**src/design/efd_pkg.sv**
```systemverilog
// ----------------------------------------------------------------------------
// efd_pkg
// Shared constants and types for the escape frame decoder.
// ----------------------------------------------------------------------------
`default_nettype none

package efd_pkg;

    localparam int BYTE_W      = 8;
    localparam int BUFFER_LEN  = 64;
    localparam int LEN_W       = 6;
    localparam int ADDR_W      = 6;
    localparam int CFG_IDX_W   = 8;

    localparam int QUEUE_DEPTH = 2;
    localparam int QPTR_W      = 1;
    localparam int QCNT_W      = 2;

    // configuration register indexes
    localparam logic [CFG_IDX_W-1:0] CFG_ESCAPE_CODE = 8'd0;
    localparam logic [CFG_IDX_W-1:0] CFG_END_CODE    = 8'd1;

    localparam logic [BYTE_W-1:0] ESCAPE_RESET = 8'd92;
    localparam logic [BYTE_W-1:0] END_RESET    = 8'd48;

    // one finished frame waiting to be played out
    typedef struct packed {
        logic [BYTE_W-1:0] command;
        logic [LEN_W-1:0]  length;
    } frame_desc_t;

    // store read request from the back end
    typedef struct packed {
        logic              en;
        logic [ADDR_W-1:0] addr;
    } rd_req_t;

endpackage

`default_nettype wire

```
**src/design/escape_frame_decoder.sv**
```systemverilog
// ----------------------------------------------------------------------------
// escape_frame_decoder
// Byte-stuffed frame receiver with a decoupled frame player.
// ----------------------------------------------------------------------------
// Bytes arrive on the s_ channel one per transfer. An escape byte arms a
// flag; escape+escape stores a literal escape, escape+end closes a frame,
// escape+other sets the command and empties the store. On a close the
// frame goes to a two-entry descriptor queue and is played out on the m_
// channel, one transfer per payload byte (one transfer with has_data low
// for an empty frame), last marking the final byte.
// Input: one byte per cycle while no frame is being played out. While one
// is, bytes keep flowing as long as they append past the frame's end; any
// byte waits while the fill is on an entry still being played out (after
// a new command or an overflow), as does any byte when the queue is full.
// Output: a closed frame goes through the queue and the player's read
// state (an empty one skips it); each byte is read from the frame store
// into a register, and the next read waits until that byte is taken.
// Reset clears the escape flag, fill and command and restores the escape
// (92) and end (48) codes. A stalled m_ready holds the current result; the
// input side keeps going until the queue or the store lock stops it.
// Configuration writes on cfg_ are always ready and take effect next cycle.
// ----------------------------------------------------------------------------
`default_nettype none

module escape_frame_decoder (
    input  wire logic                           aclk,
    input  wire logic                           aresetn,
    input  wire logic                           s_valid,
    output logic                                s_ready,
    input  wire logic [efd_pkg::BYTE_W-1:0]     s_rx_byte,
    output logic                                m_valid,
    input  wire logic                           m_ready,
    output logic [efd_pkg::BYTE_W-1:0]          m_frame_command,
    output logic [efd_pkg::BYTE_W-1:0]          m_msg_byte,
    output logic [efd_pkg::LEN_W-1:0]           m_msg_length,
    output logic                                m_has_data,
    output logic                                m_last,
    input  wire logic                           cfg_valid,
    output logic                                cfg_ready,
    input  wire logic [efd_pkg::CFG_IDX_W-1:0]  cfg_index,
    input  wire logic [efd_pkg::BYTE_W-1:0]     cfg_data
);
    import efd_pkg::*;

    logic              enq_valid;
    frame_desc_t       enq_desc;
    logic              q_full;
    logic              q_valid;
    frame_desc_t       q_desc;
    logic              q_pop;
    logic              back_busy;
    logic              pending;
    rd_req_t           rd_req;
    logic [BYTE_W-1:0] rd_data;

    assign pending = q_valid || back_busy;

    efd_front u_front (
        .aclk      (aclk),
        .aresetn   (aresetn),
        .s_valid   (s_valid),
        .s_ready   (s_ready),
        .s_rx_byte (s_rx_byte),
        .cfg_valid (cfg_valid),
        .cfg_ready (cfg_ready),
        .cfg_index (cfg_index),
        .cfg_data  (cfg_data),
        .enq_valid (enq_valid),
        .enq_desc  (enq_desc),
        .q_full    (q_full),
        .pending   (pending),
        .rd_req    (rd_req),
        .rd_data   (rd_data)
    );

    efd_queue u_queue (
        .aclk       (aclk),
        .aresetn    (aresetn),
        .push       (enq_valid),
        .push_desc  (enq_desc),
        .full       (q_full),
        .pop        (q_pop),
        .head_valid (q_valid),
        .head_desc  (q_desc)
    );

    efd_back u_back (
        .aclk            (aclk),
        .aresetn         (aresetn),
        .q_valid         (q_valid),
        .q_desc          (q_desc),
        .q_pop           (q_pop),
        .busy            (back_busy),
        .rd_req          (rd_req),
        .rd_data         (rd_data),
        .m_valid         (m_valid),
        .m_ready         (m_ready),
        .m_frame_command (m_frame_command),
        .m_msg_byte      (m_msg_byte),
        .m_msg_length    (m_msg_length),
        .m_has_data      (m_has_data),
        .m_last          (m_last)
    );

endmodule

`default_nettype wire

```
**src/design/efd_queue.sv**
```systemverilog
// ----------------------------------------------------------------------------
// efd_queue
// Short descriptor queue between the byte classifier and the frame player.
// ----------------------------------------------------------------------------
`default_nettype none

module efd_queue (
    input  wire logic                 aclk,
    input  wire logic                 aresetn,
    input  wire logic                 push,
    input  wire efd_pkg::frame_desc_t push_desc,
    output logic                      full,
    input  wire logic                 pop,
    output logic                      head_valid,
    output efd_pkg::frame_desc_t      head_desc
);
    import efd_pkg::*;

    frame_desc_t             entry_reg [QUEUE_DEPTH];
    logic [QPTR_W-1:0]       wr_ptr_reg, wr_ptr_next;
    logic [QPTR_W-1:0]       rd_ptr_reg, rd_ptr_next;
    logic [QCNT_W-1:0]       count_reg, count_next;
    logic                    do_push, do_pop;

    assign full       = (count_reg == QCNT_W'(QUEUE_DEPTH));
    assign head_valid = (count_reg != '0);
    assign head_desc  = entry_reg[rd_ptr_reg];
    assign do_push    = push && !full;
    assign do_pop     = pop && head_valid;

    always_comb begin
        wr_ptr_next = wr_ptr_reg;
        rd_ptr_next = rd_ptr_reg;
        count_next  = count_reg;
        if (do_push) begin
            wr_ptr_next = wr_ptr_reg + 1'b1;
        end
        if (do_pop) begin
            rd_ptr_next = rd_ptr_reg + 1'b1;
        end
        if (do_push && !do_pop) begin
            count_next = count_reg + 1'b1;
        end else if (!do_push && do_pop) begin
            count_next = count_reg - 1'b1;
        end
    end

    always_ff @(posedge aclk) begin
        if (!aresetn) begin
            wr_ptr_reg <= '0;
            rd_ptr_reg <= '0;
            count_reg  <= '0;
        end else begin
            wr_ptr_reg <= wr_ptr_next;
            rd_ptr_reg <= rd_ptr_next;
            count_reg  <= count_next;
        end
    end

    always_ff @(posedge aclk) begin
        if (do_push) begin
            entry_reg[wr_ptr_reg] <= push_desc;
        end
    end

    a_no_push_full: assert property (@(posedge aclk) disable iff (!aresetn)
        push |-> !full)
        else $error("descriptor pushed into a full queue");

endmodule

`default_nettype wire

```
**src/design/efd_front.sv**
```systemverilog
// ----------------------------------------------------------------------------
// efd_front
// Byte classifier: escape tracking, command capture, frame store and the
// configuration registers.
// ----------------------------------------------------------------------------
`default_nettype none

module efd_front (
    input  wire logic                           aclk,
    input  wire logic                           aresetn,
    input  wire logic                           s_valid,
    output logic                                s_ready,
    input  wire logic [efd_pkg::BYTE_W-1:0]     s_rx_byte,
    input  wire logic                           cfg_valid,
    output logic                                cfg_ready,
    input  wire logic [efd_pkg::CFG_IDX_W-1:0]  cfg_index,
    input  wire logic [efd_pkg::BYTE_W-1:0]     cfg_data,
    output logic                                enq_valid,
    output efd_pkg::frame_desc_t                enq_desc,
    input  wire logic                           q_full,
    input  wire logic                           pending,
    input  wire efd_pkg::rd_req_t               rd_req,
    output logic [efd_pkg::BYTE_W-1:0]          rd_data
);
    import efd_pkg::*;

    localparam logic [LEN_W:0] BUF_LIMIT = (LEN_W+1)'(BUFFER_LEN);

    logic [BYTE_W-1:0] esc_code_reg;
    logic [BYTE_W-1:0] end_code_reg;
    logic              pend_reg, pend_next;
    logic [LEN_W-1:0]  fill_reg, fill_next;
    logic [BYTE_W-1:0] cmd_reg, cmd_next;
    logic [LEN_W-1:0]  lock_reg, lock_next;
    logic [BYTE_W-1:0] store_mem [BUFFER_LEN];
    logic [BYTE_W-1:0] rd_data_reg;

    logic              accept;
    logic              is_esc, is_end;
    logic              wr_en;
    logic [LEN_W:0]    fill_inc;

    assign cfg_ready = 1'b1;
    assign accept    = s_valid && s_ready;
    assign is_esc    = (s_rx_byte == esc_code_reg);
    assign is_end    = (s_rx_byte == end_code_reg);
    assign fill_inc  = {1'b0, fill_reg} + (LEN_W+1)'(1);

    // entries below lock_reg still belong to a frame being played out
    assign s_ready = !q_full && (!pending || (fill_reg >= lock_reg));

    assign enq_desc.command = cmd_reg;
    assign enq_desc.length  = fill_reg;
    assign rd_data          = rd_data_reg;

    always_comb begin
        pend_next = pend_reg;
        fill_next = fill_reg;
        cmd_next  = cmd_reg;
        wr_en     = 1'b0;
        enq_valid = 1'b0;
        if (accept) begin
            if (is_esc && !pend_reg) begin
                pend_next = 1'b1;
            end else if (!is_esc && pend_reg) begin
                pend_next = 1'b0;
                if (is_end) begin
                    enq_valid = 1'b1;
                end else begin
                    cmd_next  = s_rx_byte;
                    fill_next = '0;
                end
            end else begin
                // plain byte or literal escape
                pend_next = 1'b0;
                wr_en     = 1'b1;
                if (fill_inc >= BUF_LIMIT) begin
                    fill_next = '0;
                end else begin
                    fill_next = fill_inc[LEN_W-1:0];
                end
            end
        end
    end

    always_comb begin
        lock_next = lock_reg;
        if (enq_valid) begin
            lock_next = (pending && (lock_reg > fill_reg)) ? lock_reg : fill_reg;
        end else if (!pending) begin
            lock_next = '0;
        end
    end

    always_ff @(posedge aclk) begin
        if (!aresetn) begin
            esc_code_reg <= ESCAPE_RESET;
            end_code_reg <= END_RESET;
            pend_reg     <= 1'b0;
            fill_reg     <= '0;
            cmd_reg      <= '0;
            lock_reg     <= '0;
        end else begin
            if (cfg_valid && cfg_ready) begin
                case (cfg_index)
                    CFG_ESCAPE_CODE: esc_code_reg <= cfg_data;
                    CFG_END_CODE:    end_code_reg <= cfg_data;
                    default:         ;
                endcase
            end
            pend_reg <= pend_next;
            fill_reg <= fill_next;
            cmd_reg  <= cmd_next;
            lock_reg <= lock_next;
        end
    end

    always_ff @(posedge aclk) begin
        if (wr_en) begin
            store_mem[fill_reg] <= s_rx_byte;
        end
        if (rd_req.en) begin
            rd_data_reg <= store_mem[rd_req.addr];
        end
    end

    a_write_clear_of_reader: assert property (@(posedge aclk) disable iff (!aresetn)
        (wr_en && pending) |-> (fill_reg >= lock_reg))
        else $error("store write into an entry still being played out");

    a_read_below_lock: assert property (@(posedge aclk) disable iff (!aresetn)
        rd_req.en |-> (rd_req.addr < lock_reg))
        else $error("store read outside the locked frame");

endmodule

`default_nettype wire

```
**src/design/efd_back.sv**
```systemverilog
// ----------------------------------------------------------------------------
// efd_back
// Frame player: takes one descriptor at a time and sends its bytes out.
// ----------------------------------------------------------------------------
`default_nettype none

module efd_back (
    input  wire logic                           aclk,
    input  wire logic                           aresetn,
    input  wire logic                           q_valid,
    input  wire efd_pkg::frame_desc_t           q_desc,
    output logic                                q_pop,
    output logic                                busy,
    output efd_pkg::rd_req_t                    rd_req,
    input  wire logic [efd_pkg::BYTE_W-1:0]     rd_data,
    output logic                                m_valid,
    input  wire logic                           m_ready,
    output logic [efd_pkg::BYTE_W-1:0]          m_frame_command,
    output logic [efd_pkg::BYTE_W-1:0]          m_msg_byte,
    output logic [efd_pkg::LEN_W-1:0]           m_msg_length,
    output logic                                m_has_data,
    output logic                                m_last
);
    import efd_pkg::*;

    localparam logic [1:0] ST_IDLE = 2'd0;
    localparam logic [1:0] ST_READ = 2'd1;
    localparam logic [1:0] ST_SEND = 2'd2;

    logic [1:0]        state_reg, state_next;
    logic [BYTE_W-1:0] cmd_reg, cmd_next;
    logic [LEN_W-1:0]  len_reg, len_next;
    logic [LEN_W-1:0]  idx_reg, idx_next;

    assign busy            = (state_reg != ST_IDLE);
    assign q_pop           = q_valid && (state_reg == ST_IDLE);
    assign rd_req.en       = (state_reg == ST_READ);
    assign rd_req.addr     = idx_reg;
    assign m_valid         = (state_reg == ST_SEND);
    assign m_frame_command = cmd_reg;
    assign m_msg_length    = len_reg;
    assign m_has_data      = (len_reg != '0);
    assign m_msg_byte      = m_has_data ? rd_data : '0;
    assign m_last          = !m_has_data || (idx_reg == len_reg - 1'b1);

    always_comb begin
        state_next = state_reg;
        cmd_next   = cmd_reg;
        len_next   = len_reg;
        idx_next   = idx_reg;
        case (state_reg)
            ST_IDLE: begin
                if (q_valid) begin
                    cmd_next   = q_desc.command;
                    len_next   = q_desc.length;
                    idx_next   = '0;
                    // empty frame skips the store read
                    state_next = (q_desc.length == '0) ? ST_SEND : ST_READ;
                end
            end
            ST_READ: begin
                state_next = ST_SEND;
            end
            ST_SEND: begin
                if (m_ready) begin
                    if (m_last) begin
                        state_next = ST_IDLE;
                    end else begin
                        idx_next   = idx_reg + 1'b1;
                        state_next = ST_READ;
                    end
                end
            end
            default: begin
                state_next = ST_IDLE;
            end
        endcase
    end

    always_ff @(posedge aclk) begin
        if (!aresetn) begin
            state_reg <= ST_IDLE;
        end else begin
            state_reg <= state_next;
        end
    end

    always_ff @(posedge aclk) begin
        cmd_reg <= cmd_next;
        len_reg <= len_next;
        idx_reg <= idx_next;
    end

    a_read_then_send: assert property (@(posedge aclk) disable iff (!aresetn)
        (state_reg == ST_READ) |=> (state_reg == ST_SEND))
        else $error("store read not followed by a send");

    a_last_ends_frame: assert property (@(posedge aclk) disable iff (!aresetn)
        (m_valid && m_ready && m_last) |=> (state_reg == ST_IDLE))
        else $error("player did not return to idle after the last byte");

endmodule

`default_nettype wire

```
**config.mk**
```make
export PLATFORM = sky130hd
export DESIGN_NAME = escape_frame_decoder
export DESIGN_NICKNAME = d
export VERILOG_FILES = /design/src/design/efd_pkg.sv /design/src/design/escape_frame_decoder.sv /design/src/design/efd_queue.sv /design/src/design/efd_front.sv /design/src/design/efd_back.sv
export SDC_FILE = /design/constraint.sdc
export NUM_CORES = 1
export LEC_CHECK = 0
export BUFFER_PORTS_ARGS = -buffer_cell sky130_fd_sc_hd__buf_2
export CORE_ASPECT_RATIO = 1.75
export CORE_MARGIN = 2
export CORE_UTILIZATION = 50
export DETAILED_ROUTE_END_ITERATION = 16
export PLACE_DENSITY = 0.64
export REMOVE_ABC_BUFFERS = 1
export SLEW_MARGIN = 20
export SYNTH_ARGS = -nofsm -noshare
export SYNTH_HDL_FRONTEND = slang
export SYNTH_SLANG_ARGS = --single-unit
export TNS_END_PERCENT = 30
```
**constraint.sdc**
```tcl
create_clock -name aclk -period 3.3 [get_ports aclk]
set_input_delay 0.33 -clock aclk [delete_from_list [all_inputs] [get_ports aclk]]
set_output_delay 0.33 -clock aclk [all_outputs]
set_load 0.02 [all_outputs]
```
==> impl_metrics.csv <==
group,metric,value,unit
clock_network,cts_made_buffers,51,
global_routing,grt_pass1_wl,87100,um
layout,final_common_cell,"edfxtp_1",
sta,skew,0.0185,ns
logic_synthesis,syn_inst,1409,
global_routing,use_met3,2.54,%
pwr,netSwitchingPower,6.39,mW
layout,num_antenna_cells,0,
global_routing,grt_pass1_vias,13752,
setup_path,critPathLaunchType,"register",
logic_synthesis,synth_area_leader_cell,"edfxtp_1",
drt,drt_first_pass_iters,5,
sta,report.final.slew_viol_count,0,
logic_synthesis,synthesis.area,24400,um2
clock_network,cts.sinks,612,
setup_path,slowest_stage,"dfxtp_1",
clock_network,cts_resized,0,
setup_path,rr_startpoint,"u_back.idx_reg[1]",
logic_synthesis,yosysTopAreaCellShare,69.8,%
floorplanning,dieArea,50800,um2
pwr,clockPowerShare,29.0,%
logic_synthesis,synth.distinct_cells,59,
logic_synthesis,synth_edf_count,568,
setup_path,worstPathCellList,"ha_1, a21oi_1, o2111ai_2, buf_4, and2_1, buf_2",
sta,finalHoldViolations,0,
global_routing,grtUsageMet2,43.4,%
sta,setup_slack,0.304,ns
flow_run,drv_cap,0,
logic_synthesis,synth_seq_area_share,73.4,%
place,hpwl,39300,um
pwr,swShare,30.5,%
sta,max_freq,334,MHz
drt,drt_iter0_drc,912,
drt,routed-via-count,13261,
logic_synthesis,synthFlopType,"edfxtp_1",
floorplanning,initial_utilization,50.4,%
floorplanning,ioPinCount,56,
global_routing,antenna_found_initial,0,
setup_path,cp.arrival,2.67,ns
logic_synthesis,async_flop_share,0,%
logic_synthesis,avgSynthCellArea,17.4,um2
min_path,hold_path_depth,2,
layout,drive_above_1_share,22.2,%
layout,final_cell_mix,"568 x edfxtp_1, 144 x mux2i_1, 135 x buf_4",
floorplanning,die_h,297,um
layout,area_growth,14.5,%
clock_network,clockRootBuffer,"clkbuf_16",
drt,wl,59100,um
place,pre_cts_slack,0.324,ns
sta,tightest_slew,0.853,ns
global_routing,grtUsageMet1,27.7,%
clock_network,cts_hold_buffers,8,
setup_path,max_stage_delay,0.63,ns
layout,fin_nets,1623,
global_routing,grt.overflow.total,0,
global_routing,track_usage,23.7,%
drt,drc_errors,0,
clock_network,cts.reportedPaths.clkPinSlew,0.07,ns
setup_path,path_class,"reg -> out",
floorplanning,core,48500,um2
sta,whs,0.0616,ns
drt,wl_per_cell,26.0,um
pwr,combPwrFrac,27.8,%
outcome,status,"completed",
floorplanning,num_rows,107,
place,numPortBuffers,54,
logic_synthesis,netlist_top_cells_area,"edfxtp_1 70%, mux4_2 6.1%, mux2i_1 5.9%, dfxtp_1 3.6%, nor2_1 1.5%",
place,gp_congestion,0.856,
clock_network,clock_latency,0.59,ns
pwr,powerDensity,749,nW/um2
sta,finalCriticalPeriod,3.00,ns
min_path,min_to,"u_front.esc_code_reg[2]",
min_path,worstHoldStart,"aresetn",
sta,rsz0062_at_grt,"false",
setup_path,critPathBufInv,2,
global_routing,grt_max_degree,66,
setup_path,cp-end-kind,"output port",
layout,fill_cells,3741,
setup_path,rr_worst_depth,5,
sta,fin_setup_tns,0,ns
logic_synthesis,ys_warn_count,0,
drt,ant_nets,0,
sta,max_slew_margin,43.1,%
drt,vias_per_cell,5.83,
clock_network,max-clock-path-buffers,3,
logic_synthesis,ys_ff_latch,612,
clock_network,cts_setup_buffers,0,
layout,fin_util,57.8,%
setup_path,crit_family,"flip-flops",
setup_path,worstPathRequired,2.97,ns
pwr,intPower,14.6,mW
floorplanning,die_w,171,um
setup_path,reg2reg_to,"u_front.rd_data[6]",
pwr,peakVddDrop,750,uV
sta,setup_violations,0,
setup_path,path_max_fanout,17,
pwr,seqPwrFrac,43.3,%
min_path,hold_path.class,"in -> reg",
global_routing,grt-busiest-layer,"met2",
clock_network,cts_max_level,2,
setup_path,rrSetupSlack,0.44,ns
pwr,p_leak,9.48,nW
layout,largest_reg_flops,512,
clock_network,cts_tree,"yes",
sta,fin_crit_sh,90.8,%
[cells by family after synthesis]
group / count (synthesis) / share of synthesized area [%]
XOR/XNOR: 27 / 0.967
AND/OR/NAND/NOR: 219 / 4.39
multiplexers: 224 / 12.6
flip-flops: 612 / 73.4
AO/OA/AOI/OAI: 211 / 6.00
adder cells (fa/ha/maj): 12 / 0.614
buffers and inverters: 103 / 2.03
other: 1 / 0.0153
[power by group through the flow]
stage                     Combinational [mW]  Sequential [mW]  Clock [mW]
final                                   5.82             9.07        6.08
after global routing                    6.19             9.10        6.45
after CTS                               5.88             9.07        6.18
after detailed placement                5.85             9.23           0
after global placement                  5.81             9.23           0
after floorplan                         2.77             9.70           0
[through the flow]
| step | power (mW) | area [um2] | instances |
|---|---|---|---|
| 6_report | 21.0 | 28000 | 2275 |
| 5_1_grt | 21.7 | 28000 | 2275 |
| 4_1_cts | 21.1 | 28000 | 2275 |
| 3_5_place_dp | 15.1 | 26200 | 2175 |
| 3_3_place_gp | 15.0 | 26200 | 2175 |
| 2_1_floorplan | 12.5 | 24000 | 1327 |
[routing by layer]
layer  part of all wire (%)  vias to the layer above  wire, um
met2                     54                      377     32100
met3                    4.2                      111      2500
li1                       -                     5984         -
met4                    5.0                        0      2980
met1                     36                     6789     21500
met5                      0                        -         0
[Yosys cell counts, types with 3 or more instances]
master / count
edfxtp_1: 568
mux2i_1: 144
nor2_1: 99
mux4_2: 66
dfxtp_1: 44
clkbuf_1: 39
a21oi_1: 37
o21ai_0: 35
a221oi_1: 34
nand2_1: 27
nand4_1: 25
inv_1: 21
o22ai_1: 17
a211oi_1: 16
o221ai_1: 16
o31ai_1: 16
xor2_1: 15
mux2_2: 14
nor2b_1: 14
buf_1: 13
ha_1: 12
xnor2_1: 12
buf_2: 11
buf_4: 11
a22oi_1: 10
nor3_1: 9
nand3_1: 8
buf_6: 7
a21o_1: 6
a22o_1: 6
and2_1: 6
nand3b_1: 5
a31oi_1: 4
nand2b_1: 4
nor4_1: 4
or3b_2: 3
or4_1: 3
[how the worst max path moves through the flow]
| stage | from | endpoint | depth (start not counted) |
|---|---|---|---|
| 5_1_grt | u_front.fill_reg[1] | s_ready | 6 |
| 3_5_place_dp | s_rx_byte[2] | u_queue.count_reg[1] | 11 |
| 2_1_floorplan | u_back.idx_reg[0] | u_front.rd_data[3] | 4 |
| 3_3_place_gp | s_rx_byte[2] | u_queue.count_reg[1] | 11 |
| 4_1_cts | u_front.fill_reg[1] | s_ready | 6 |
| 6_report | u_front.fill_reg[1] | s_ready | 6 |
[worst reg2reg max path: cells and delay by family, from the launching register on]
| family | cells | cell delay [ns] |
|---|---|---|
| DFF | 1 | 0.87 |
| muxes | 1 | 0.35 |
| AOI/OAI and AO/OA | 3 | 0.99 |
| buffers and inverters | 1 | 0.39 |
[cell type report]
| class | count | area [um2] | share of cell area (%) |
|---|---|---|---|
| clock buffers | 64 | 1380 | 4.92 |
| clock inverters | 28 | 288 | 1.03 |
| inverters | 21 | 78.8 | 0.282 |
| multi-input cells | 694 | 6030 | 21.5 |
| flip-flops and latches | 612 | 17900 | 64.1 |
| well taps | 654 | 818 | 2.92 |
| repair buffers | 202 | 1460 | 5.23 |
Note: power is estimated with default switching activity, not from simulation.
